--- config.mk ---
export PLATFORM = sky130hd
export DESIGN_NAME = wildcard_byte_signature_scanner_unit
export DESIGN_NICKNAME = d
export VERILOG_FILES = /design/src/hw/rtl/wbss_pkg.sv /design/src/hw/rtl/wbss_fifo.sv /design/src/hw/rtl/wbss_front.sv /design/src/hw/rtl/wbss_back.sv /design/src/hw/rtl/wildcard_byte_signature_scanner_unit.sv
export SDC_FILE = /design/constraint.sdc
export NUM_CORES = 2
export LEC_CHECK = 0
export ABC_CLOCK_PERIOD_IN_PS = 15760
export BUFFER_PORTS_ARGS = -buffer_cell sky130_fd_sc_hd__buf_4
export CORE_MARGIN = 1
export CORE_UTILIZATION = 55
export CTS_BUF_LIST = sky130_fd_sc_hd__clkbuf_4
export DETAILED_ROUTE_END_ITERATION = 12
export PLACE_DENSITY = 0.72
export REMOVE_ABC_BUFFERS = 1
export SLEW_MARGIN = 20
export SYNTH_ARGS = -nofsm -noshare
export SYNTH_HDL_FRONTEND = slang
export SYNTH_SLANG_ARGS = --single-unit
--- constraint.sdc ---
create_clock -name clk -period 15.76 [get_ports clk]
set_input_delay 0 -clock clk [delete_from_list [all_inputs] [get_ports clk]]
set_output_delay 0 -clock clk [all_outputs]
set_load 0.01 [all_outputs]
--- src/hw/rtl/wbss_pkg.sv ---
// Shared types and constants for the wildcard byte signature scanner.
// Holds the channel payload structs, the internal operation format and codes.
// No dependencies.
package wbss_pkg;

  localparam int SIG_MAX_DEF = 64;
  localparam int OPQ_DEPTH   = 4;
  localparam int OUTQ_DEPTH  = 4;

  localparam int CFG_IDX_W  = 1;
  localparam int CFG_DATA_W = 64;

  localparam logic [CFG_IDX_W-1:0] CFG_SIG_LEN = 1'b0;
  localparam logic [CFG_IDX_W-1:0] CFG_BASE    = 1'b1;

  localparam logic [1:0] MODE_LOAD    = 2'd0;
  localparam logic [1:0] MODE_SCAN    = 2'd1;
  localparam logic [1:0] MODE_RESTART = 2'd2;

  typedef enum logic [1:0] {
    OP_LOAD,
    OP_SCAN,
    OP_RESTART
  } op_kind_t;

  typedef struct packed {
    logic [1:0] mode;
    logic [5:0] entry_index;
    logic [7:0] entry_byte;
    logic       entry_wildcard;
    logic [7:0] data_byte;
    logic       region_end;
  } in_t;

  typedef struct packed {
    logic        found;
    logic [31:0] match_offset;
    logic [63:0] match_address;
  } out_t;

  typedef struct packed {
    op_kind_t   kind;
    logic [5:0] idx;
    logic [7:0] value;
    logic       flag;
  } op_t;

endpackage

--- src/hw/rtl/wbss_fifo.sv ---
// Small synchronous FIFO used for the operation queue and the result queue.
// Depends on wbss_pkg for its default sizes.
module wbss_fifo
  import wbss_pkg::*;
#(
  parameter int WIDTH = $bits(op_t),
  parameter int DEPTH = OPQ_DEPTH
) (
  input  logic                         clk,
  input  logic                         rst_n,
  input  logic                         push,
  input  logic [WIDTH-1:0]             push_data,
  input  logic                         pop,
  output logic [WIDTH-1:0]             pop_data,
  output logic [$clog2(DEPTH+1)-1:0]   count
);

  localparam int AW = (DEPTH > 1) ? $clog2(DEPTH) : 1;
  localparam int CW = $clog2(DEPTH+1);

  logic [WIDTH-1:0] mem_r [DEPTH];
  logic [AW-1:0]    wr_ptr_r, wr_ptr_nxt;
  logic [AW-1:0]    rd_ptr_r, rd_ptr_nxt;
  logic [CW-1:0]    count_r, count_nxt;

  always_comb begin
    wr_ptr_nxt = wr_ptr_r;
    rd_ptr_nxt = rd_ptr_r;
    count_nxt  = count_r;
    if (push) begin
      wr_ptr_nxt = (wr_ptr_r == AW'(DEPTH-1)) ? '0 : wr_ptr_r + AW'(1);
    end
    if (pop) begin
      rd_ptr_nxt = (rd_ptr_r == AW'(DEPTH-1)) ? '0 : rd_ptr_r + AW'(1);
    end
    if (push && !pop) begin
      count_nxt = count_r + CW'(1);
    end else if (pop && !push) begin
      count_nxt = count_r - CW'(1);
    end
  end

  always_ff @(posedge clk) begin
    if (!rst_n) begin
      wr_ptr_r <= '0;
      rd_ptr_r <= '0;
      count_r  <= '0;
    end else begin
      wr_ptr_r <= wr_ptr_nxt;
      rd_ptr_r <= rd_ptr_nxt;
      count_r  <= count_nxt;
    end
  end

  always_ff @(posedge clk) begin
    if (push) begin
      mem_r[wr_ptr_r] <= push_data;
    end
  end

  assign pop_data = mem_r[rd_ptr_r];
  assign count    = count_r;

endmodule

--- src/hw/rtl/wbss_front.sv ---
// Front end of the scanner: accepts input beats, decodes the mode and queues operations.
// Depends on wbss_pkg and wbss_fifo.
module wbss_front
  import wbss_pkg::*;
#(
  parameter int SIGNATURE_MAX = SIG_MAX_DEF
) (
  input  logic clk,
  input  logic rst_n,
  input  logic in_valid,
  output logic in_ready,
  input  in_t  in_data,
  output logic q_valid,
  output op_t  q_data,
  input  logic q_pop
);

  localparam int QCW = $clog2(OPQ_DEPTH+1);

  logic           keep;
  logic           push;
  op_t            op;
  logic [QCW-1:0] q_count;

  always_comb begin
    keep     = 1'b0;
    op.kind  = OP_SCAN;
    op.idx   = in_data.entry_index;
    op.value = in_data.data_byte;
    op.flag  = in_data.region_end;
    case (in_data.mode)
      MODE_LOAD: begin
        keep     = (32'(in_data.entry_index) < 32'(SIGNATURE_MAX));
        op.kind  = OP_LOAD;
        op.value = in_data.entry_byte;
        op.flag  = in_data.entry_wildcard;
      end
      MODE_SCAN: begin
        keep = 1'b1;
      end
      MODE_RESTART: begin
        keep    = 1'b1;
        op.kind = OP_RESTART;
      end
      default: begin
        keep = 1'b0;
      end
    endcase
  end

  assign in_ready = (q_count != QCW'(OPQ_DEPTH));
  assign push     = in_valid && in_ready && keep;
  assign q_valid  = (q_count != '0);

  wbss_fifo #(
    .WIDTH ($bits(op_t)),
    .DEPTH (OPQ_DEPTH)
  ) u_opq (
    .clk       (clk),
    .rst_n     (rst_n),
    .push      (push),
    .push_data (op),
    .pop       (q_pop),
    .pop_data  (q_data),
    .count     (q_count)
  );

endmodule

--- src/hw/rtl/wbss_back.sv ---
// Back end of the scanner: byte history, signature cells, window compare and result build.
// Holds the configuration registers. Depends on wbss_pkg.
module wbss_back
  import wbss_pkg::*;
#(
  parameter int SIGNATURE_MAX = SIG_MAX_DEF
) (
  input  logic                            clk,
  input  logic                            rst_n,
  input  logic                            cfg_we,
  input  logic [CFG_IDX_W-1:0]            cfg_index,
  input  logic [CFG_DATA_W-1:0]           cfg_wdata,
  input  logic                            q_valid,
  input  op_t                             q_data,
  output logic                            q_pop,
  input  logic [$clog2(OUTQ_DEPTH+1)-1:0] out_count,
  output logic                            res_push,
  output out_t                            res_data
);

  localparam int LEN_W = $clog2(SIGNATURE_MAX+1);
  localparam int WIN_W = SIGNATURE_MAX * 8;

  typedef struct packed {
    logic        valid;
    op_t         op;
    logic [31:0] cnt;
  } stg1_t;

  typedef struct packed {
    logic        valid;
    op_t         op;
    logic        ge;
    logic [31:0] off;
  } stg2_t;

  logic [6:0]       sig_len_r;
  logic [63:0]      base_r;
  logic [7:0]       hist_r [SIGNATURE_MAX];
  logic [7:0]       sig_byte_r [SIGNATURE_MAX];
  logic             sig_wild_r [SIGNATURE_MAX];
  logic [WIN_W-1:0] rev_flat;
  logic [WIN_W-1:0] win_r, win_nxt;
  logic [31:0]      cnt_r, cnt_nxt;
  logic             done_r, done_nxt;
  stg1_t            s1_r, s1_nxt;
  stg2_t            s2_r, s2_nxt;
  logic [LEN_W-1:0] len_eff;
  logic [LEN_W-1:0] shamt;
  logic [SIGNATURE_MAX-1:0] pos_ok;
  logic             hit;
  logic [63:0]      addr;

  always_ff @(posedge clk) begin
    if (!rst_n) begin
      sig_len_r <= '0;
      base_r    <= '0;
    end else if (cfg_we) begin
      case (cfg_index)
        CFG_SIG_LEN: sig_len_r <= cfg_wdata[6:0];
        CFG_BASE:    base_r    <= cfg_wdata;
        default:     ;
      endcase
    end
  end

  assign len_eff = (32'(sig_len_r) > 32'(SIGNATURE_MAX)) ? LEN_W'(SIGNATURE_MAX)
                                                         : LEN_W'(sig_len_r);
  assign shamt   = LEN_W'(SIGNATURE_MAX) - len_eff;

  assign q_pop = q_valid &&
                 ((32'(out_count) + 32'(s1_r.valid) + 32'(s2_r.valid)) < 32'(OUTQ_DEPTH));

  // Issue stage: history shift and byte count.
  always_comb begin
    cnt_nxt = cnt_r;
    if (q_pop) begin
      case (q_data.kind)
        OP_SCAN: begin
          if (cnt_r != '1) begin
            cnt_nxt = cnt_r + 32'd1;
          end
        end
        OP_RESTART: cnt_nxt = '0;
        default:    ;
      endcase
    end
    s1_nxt.valid = q_pop;
    s1_nxt.op    = q_data;
    s1_nxt.cnt   = cnt_nxt;
  end

  always_ff @(posedge clk) begin
    if (q_pop && (q_data.kind == OP_SCAN)) begin
      hist_r[0] <= q_data.value;
      for (int k = 1; k < SIGNATURE_MAX; k++) begin
        hist_r[k] <= hist_r[k-1];
      end
    end
  end

  // Align stage: the newest len bytes are lined up against signature positions.
  always_comb begin
    for (int j = 0; j < SIGNATURE_MAX; j++) begin
      rev_flat[j*8 +: 8] = hist_r[SIGNATURE_MAX-1-j];
    end
    win_nxt = rev_flat >> {shamt, 3'b000};
    s2_nxt.valid = s1_r.valid;
    s2_nxt.op    = s1_r.op;
    s2_nxt.ge    = (s1_r.cnt >= 32'(len_eff));
    s2_nxt.off   = s1_r.cnt - 32'(len_eff);
  end

  always_ff @(posedge clk) begin
    win_r <= win_nxt;
  end

  // Compare stage.
  always_comb begin
    for (int i = 0; i < SIGNATURE_MAX; i++) begin
      pos_ok[i] = (32'(i) >= 32'(len_eff)) || sig_wild_r[i] ||
                  (sig_byte_r[i] == win_r[i*8 +: 8]);
    end
  end

  assign hit  = (&pos_ok) && (len_eff != '0) && (base_r != '0) && s2_r.ge;
  assign addr = base_r + {32'b0, s2_r.off};

  always_comb begin
    res_push = 1'b0;
    res_data = '0;
    done_nxt = done_r;
    if (s2_r.valid) begin
      case (s2_r.op.kind)
        OP_SCAN: begin
          if (!done_r) begin
            if (hit) begin
              res_push               = 1'b1;
              res_data.found         = 1'b1;
              res_data.match_offset  = s2_r.off;
              res_data.match_address = addr;
              done_nxt               = 1'b1;
            end else if (s2_r.op.flag) begin
              res_push = 1'b1;
              done_nxt = 1'b1;
            end
          end
        end
        OP_RESTART: done_nxt = 1'b0;
        default:    ;
      endcase
    end
  end

  always_ff @(posedge clk) begin
    if (s2_r.valid && (s2_r.op.kind == OP_LOAD)) begin
      for (int i = 0; i < SIGNATURE_MAX; i++) begin
        if (32'(s2_r.op.idx) == 32'(i)) begin
          sig_byte_r[i] <= s2_r.op.value;
          sig_wild_r[i] <= s2_r.op.flag;
        end
      end
    end
  end

  always_ff @(posedge clk) begin
    if (!rst_n) begin
      cnt_r      <= '0;
      done_r     <= 1'b0;
      s1_r.valid <= 1'b0;
      s2_r.valid <= 1'b0;
    end else begin
      cnt_r  <= cnt_nxt;
      done_r <= done_nxt;
      s1_r   <= s1_nxt;
      s2_r   <= s2_nxt;
    end
  end

endmodule

--- src/hw/rtl/wildcard_byte_signature_scanner_unit.sv ---
// Top level of the wildcard byte signature scanner.
// Depends on wbss_pkg, wbss_fifo, wbss_front and wbss_back.
//
// Usage: write signature_length (index 0) and region_base (index 1) on the cfg_ port.
// Input beats carry a mode: load a signature entry, scan one data byte, or restart.
// Load signature entries, restart, then stream the region's bytes one per beat with
// region_end on the last. At most one result beat per region: a match (found, offset,
// address) or, at region end, a not found beat with zero offset and address.
// Throughput is one input beat per cycle while in_ready is high; every position is
// compared in parallel against the aligned byte history, so there is no per-byte loop.
// An accepted input beat passes in order through the operation queue and the issue,
// align and compare stages; a result beat it causes then enters the result queue.
// When the receiver stalls, results wait in a four-entry result queue; issue from the
// operation queue stops once the result queue could overflow, the operation queue
// fills and in_ready drops. Inputs are still accepted while a result waits.
// Reset clears both queues, the byte count, the scan state and the registers; the
// signature cells keep no reset value and must be loaded before use.
module wildcard_byte_signature_scanner_unit
  import wbss_pkg::*;
#(
  parameter int SIGNATURE_MAX = SIG_MAX_DEF
) (
  input  logic                  clk,
  input  logic                  rst_n,
  input  logic                  in_valid,
  output logic                  in_ready,
  input  in_t                   in_data,
  output logic                  out_valid,
  input  logic                  out_ready,
  output out_t                  out_data,
  input  logic                  cfg_we,
  input  logic [CFG_IDX_W-1:0]  cfg_index,
  input  logic [CFG_DATA_W-1:0] cfg_wdata
);

  localparam int OCW = $clog2(OUTQ_DEPTH+1);

  logic           q_valid;
  op_t            q_data;
  logic           q_pop;
  logic [OCW-1:0] out_count;
  logic           res_push;
  out_t           res_data;

  wbss_front #(
    .SIGNATURE_MAX (SIGNATURE_MAX)
  ) u_front (
    .clk      (clk),
    .rst_n    (rst_n),
    .in_valid (in_valid),
    .in_ready (in_ready),
    .in_data  (in_data),
    .q_valid  (q_valid),
    .q_data   (q_data),
    .q_pop    (q_pop)
  );

  wbss_back #(
    .SIGNATURE_MAX (SIGNATURE_MAX)
  ) u_back (
    .clk       (clk),
    .rst_n     (rst_n),
    .cfg_we    (cfg_we),
    .cfg_index (cfg_index),
    .cfg_wdata (cfg_wdata),
    .q_valid   (q_valid),
    .q_data    (q_data),
    .q_pop     (q_pop),
    .out_count (out_count),
    .res_push  (res_push),
    .res_data  (res_data)
  );

  wbss_fifo #(
    .WIDTH ($bits(out_t)),
    .DEPTH (OUTQ_DEPTH)
  ) u_resq (
    .clk       (clk),
    .rst_n     (rst_n),
    .push      (res_push),
    .push_data (res_data),
    .pop       (out_valid && out_ready),
    .pop_data  (out_data),
    .count     (out_count)
  );

  assign out_valid = (out_count != '0);

endmodule

==> summary.md <==
| Metric | Value |
|---|---|
| Run status | completed |
| Most used DFF post-synth | edfxtp_1 |
| Post-Place Cell Area | 111000 um^2 |
| Post-route total power | 0.0200 W |
| Setup violators final | 0 |
| Setup TNS | 0 ns |
| Max Fclk | 151 MHz |
| Placed wire-length estimate | around 270000 um |
| CP endpoint | u_resq.mem_r[2][49]$_DFFE_PP_ |
| R2R Path Start | u_back.sig_len_r[0]$_SDFFE_PN0P_ |
| Postcts setup bufs | 0 |
| Clk root buf | clkbuf_4 |
| Final Max Slew Viols | 0 |
| Worst min-delay path category | input pin to flop |
| DRT Pass-1 Iters | 6 |
| Mapped Avg Cell Area | 12.8 um^2 |
| Cell count of the worst reg-to-reg path | 13 |
| Slew HR | 3.94% |
| Die Ht | between 400 and 500 um |
| Synth top area share | 46.2% |
| Sequential-to-total area share from yosys stat | between 50% and 60% |
| Crit-path max FO | slightly above 80 |
| Final period utilization | 41.9% |
| Routed len/inst | 31.8 um |
| Mapped Area | 107000 um^2 |
| Data arrival, critical path | around 7.6 ns |
| Starting DRT DRC Count | just over 10k |
| Clk_lat worst skew | about 1.5 ns |
| RSZ-0062 raised after global routing | false |
| Share of flip-flops with an asynchronous set or reset | 0% |
| CP Class | flop to flop |
| Crit end category | flop |
| Startpoint Class | flop |
| Final #Nets | 9275 |
| Worst stage delay on the critical path | 0.78 ns |
| Hold Worst Slack | ~0.10 ns |
| Max cap viols | 0 |
| EDFF count, synth | 1643 |
| Final Util | 63.5% |
| Fin area | ~120000 um^2 |
| CTS tree | built |
| Cell taking the most area after synthesis | edfxtp_1 |
| Port bufs | around 190 |
| GP Congestion | 1.09 |
| Largest net degree at the start of global routing | 152 |
| Fin Clk Skew | 0.155 ns |
| Multi-input gate area | 42600 um^2 |
| Fill cells | 14.6k |
| Most used cell, CP | nand4_1 |
| First-pass GRT wire length | about 540000 um |
| CTS buffer count | 606 |
| R2R setup slack | 9.16 ns |
| GRT Util Overall | 38.4% |
| Clock Path Buffers | 4 |
| Vias in the first global route | 75.1k |
| Crit-path leading delay family | simple AND/OR/NAND/NOR gates |
| Layout cells sized above 1 | 16.7% |
| Core ar. | between 150000 and 200000 um^2 |
| Power density over cell area | 163 nW/um^2 |
| Final Hold Fails | 0 |
| Initial antenna violation count | 36 |
| Critical Path Start | u_back.sig_len_r[0]$_SDFFE_PN0P_ |
| Final ANT Viol Nets | 0 |
| H-tree Lvls | 6 |
| Crit-path cells | nor2b_4, inv_8, ha_1, nor3b_1, nand2_1, and2_1, nand4_1, or4_1, nor4_1, nand4_1, a21oi_2, and2_4, buf_4 |
| Worst path bufs/invs | 2 |
| Tmin final | 6.60 ns |
| Initial Util | 55.4% |
| Unique masters post-synth | 82 |
| Top-Level Pins | 195 |
| Synth Warn # | 0 |
| Row count | roughly 160 |
| Die X | 443 um |
| Seq cells post-synth | around 2.3k |
| Critical Path RT | 16.78 ns |
| DRC viols | 0 |
| Slowest CP cell | buf_4 |
| Worst-Margin Slew | 1.43 ns |
| RR Endpoint | u_resq.mem_r[2][49]$_DFFE_PP_ |
| Vias/cell | ~6.4 |
| Synth top area cells | edfxtp_1 46%, mux2i_1 17%, dfxtp_1 12% |
| Clock Pin Slew Worst Setup and Hold Paths | 0.07 ns |
| Clk sink count | 2279 |
| Mapped Cells | between 8k and 9k |
| Pleak | 50.7 nW |
| Register area | 62100 um^2 |
| CP Depth | 13 |
| DRT Wirelength | 385000 um |
| Total grt overflow | 0 |
| Area of the die | about 200000 um^2 |
| Max VDD drop | 0.267 mV |
| Total number of vias | 77.6k |
| Layout area overhead | 14.6% |
-- cells in the mapped netlist, types with 32 or more instances --
| cell | number |
|---|---|
| buf_2 | 92 |
| nor3_1 | 38 |
| mux2i_1 | 1774 |
| nand3_1 | 72 |
| a22oi_1 | 32 |
| edfxtp_1 | 1643 |
| nand2_1 | 591 |
| nor2_1 | 567 |
| a21oi_1 | 222 |
| nand4_1 | 74 |
| clkbuf_1 | 341 |
| o21ai_0 | 130 |
| a211oi_1 | 225 |
| xnor2_1 | 217 |
| a21boi_0 | 69 |
| and2_1 | 55 |
| nor4_1 | 120 |
| buf_1 | 82 |
| a31oi_1 | 39 |
| and3_1 | 169 |
| mux4_2 | 114 |
| dfxtp_1 | 636 |
| ha_1 | 60 |
| xor2_1 | 418 |
| o22ai_1 | 156 |
| inv_1 | 73 |
-- cells in the final DEF, fill, tap and decap left out, types with 26 or more instances in the layout --
cell type,n
mux2i_1,1767
edfxtp_1,1643
clkbuf_4,927
dfxtp_1,634
nand2_1,586
nor2_1,537
xor2_1,418
buf_4,347
dlygate4sd3_1,327
a211oi_1,225
a21oi_1,221
xnor2_1,213
and3_1,169
o22ai_1,156
o21ai_0,127
mux4_2,114
nor4_1,111
clkinv_1,100
nand4_1,74
inv_1,73
a21boi_0,69
nand3_1,67
ha_1,59
and2_1,49
a31oi_1,38
nor3_1,38
nor2_4,34
a22oi_1,32
a21o_1,29
nor2b_1,28
nor2_2,26
-- state kept, by name, summed over array words and instances (netlist names), named ones only --
name,flops
u_front.u_opq.rd_ptr_r,2
u_back.base_r,64
u_resq.rd_ptr_r,2
u_back.sig_wild_r,64
u_back.sig_byte_r,512
u_front.u_opq.mem_r,68
u_front.u_opq.count,3
u_resq.count,3
u_back.sig_len_r,7
u_resq.mem_r,388
u_back.s1_r,50
u_resq.wr_ptr_r,2
u_back.done_r,1
u_back.cnt_r,32
u_back.hist_r,512
u_back.win_r,512
u_front.u_opq.wr_ptr_r,2
u_back.s2_r,51
-- layout make-up --
| class | instances | share of cell area [%] |
|---|---|---|
| antenna | 18 | 0.0368 |
| clock buffer | 927 | 5.69 |
| clock inverter | 147 | 0.750 |
| inverter | 77 | 0.249 |
| multi-input combinational | 5459 | 34.9 |
| sequential | 2279 | 50.7 |
| tap | 2526 | 2.58 |
| timing repair buffer | 692 | 5.08 |
-- report_power, final --
part	switching [W]	leakage (nW)	internal, W
Sequential	0.00102	20.8	0.00759
Combinational	0.00393	25.1	0.00202
Clock	0.00255	4.72	0.00288
-- worst min path at each step --
stage | from | endpoint | slack [ns] | cells past startpoint
2_1_floorplan | in_data[19] | u_front.u_opq.mem_r[0][10]$_DFFE_PP_ | 0.1 | 0
3_3_place_gp | in_data[23] | u_front.u_opq.mem_r[2][14]$_DFFE_PP_ | 0.20 | 1
3_5_place_dp | in_data[19] | u_front.u_opq.mem_r[2][10]$_DFFE_PP_ | 0.21 | 1
4_1_cts | in_data[6] | u_front.u_opq.mem_r[0][6]$_DFFE_PP_ | 0.006 | 4
5_1_grt | in_data[1] | u_front.u_opq.mem_r[3][1]$_DFFE_PP_ | 0.08 | 4
6_report | in_data[1] | u_front.u_opq.mem_r[3][1]$_DFFE_PP_ | 0.10 | 4
-- cells by family after synthesis --
family,Yosys count,share of synthesized area [%]
flops,2279,58.1
mux,1897,19.1
simple gates,1828,8.15
compound gates,1035,6.33
xor+xnor,635,5.21
buf+inv,598,2.27
fa+ha+maj,64,0.778
-- worst min-delay path, delay by kind of cell --
kind,cells,cell delay [ns]
buf+inv,3,1.22
mux,1,0.13
-- per-stage QoR --
| stage | instances | worst slack (ns) |
|---|---|---|
| floorplan | 7815 | -45.20 |
| global placement | 10700 | 8.46 |
| detailed placement | 10700 | 9.04 |
| CTS | 12100 | 9.04 |
| global route | 12100 | 8.80 |
| finish | 12100 | 9.16 |
-- metal layers --
layer  wire length (um)  global-route usage [%]  share of wire (%)
met3              42900                    9.94                 11
met5                134                       0              0.035
met4              28800                    24.7                7.5
met1             146000                    50.0                 38
met2             168000                    57.1                 43
-- what timing repair did --
item | CTS | global route
hold buffers | 328 | 0
hold endpoints to repair | 359 | 0
resized for setup | 0 | 0
(Power assumes the default switching activity.)
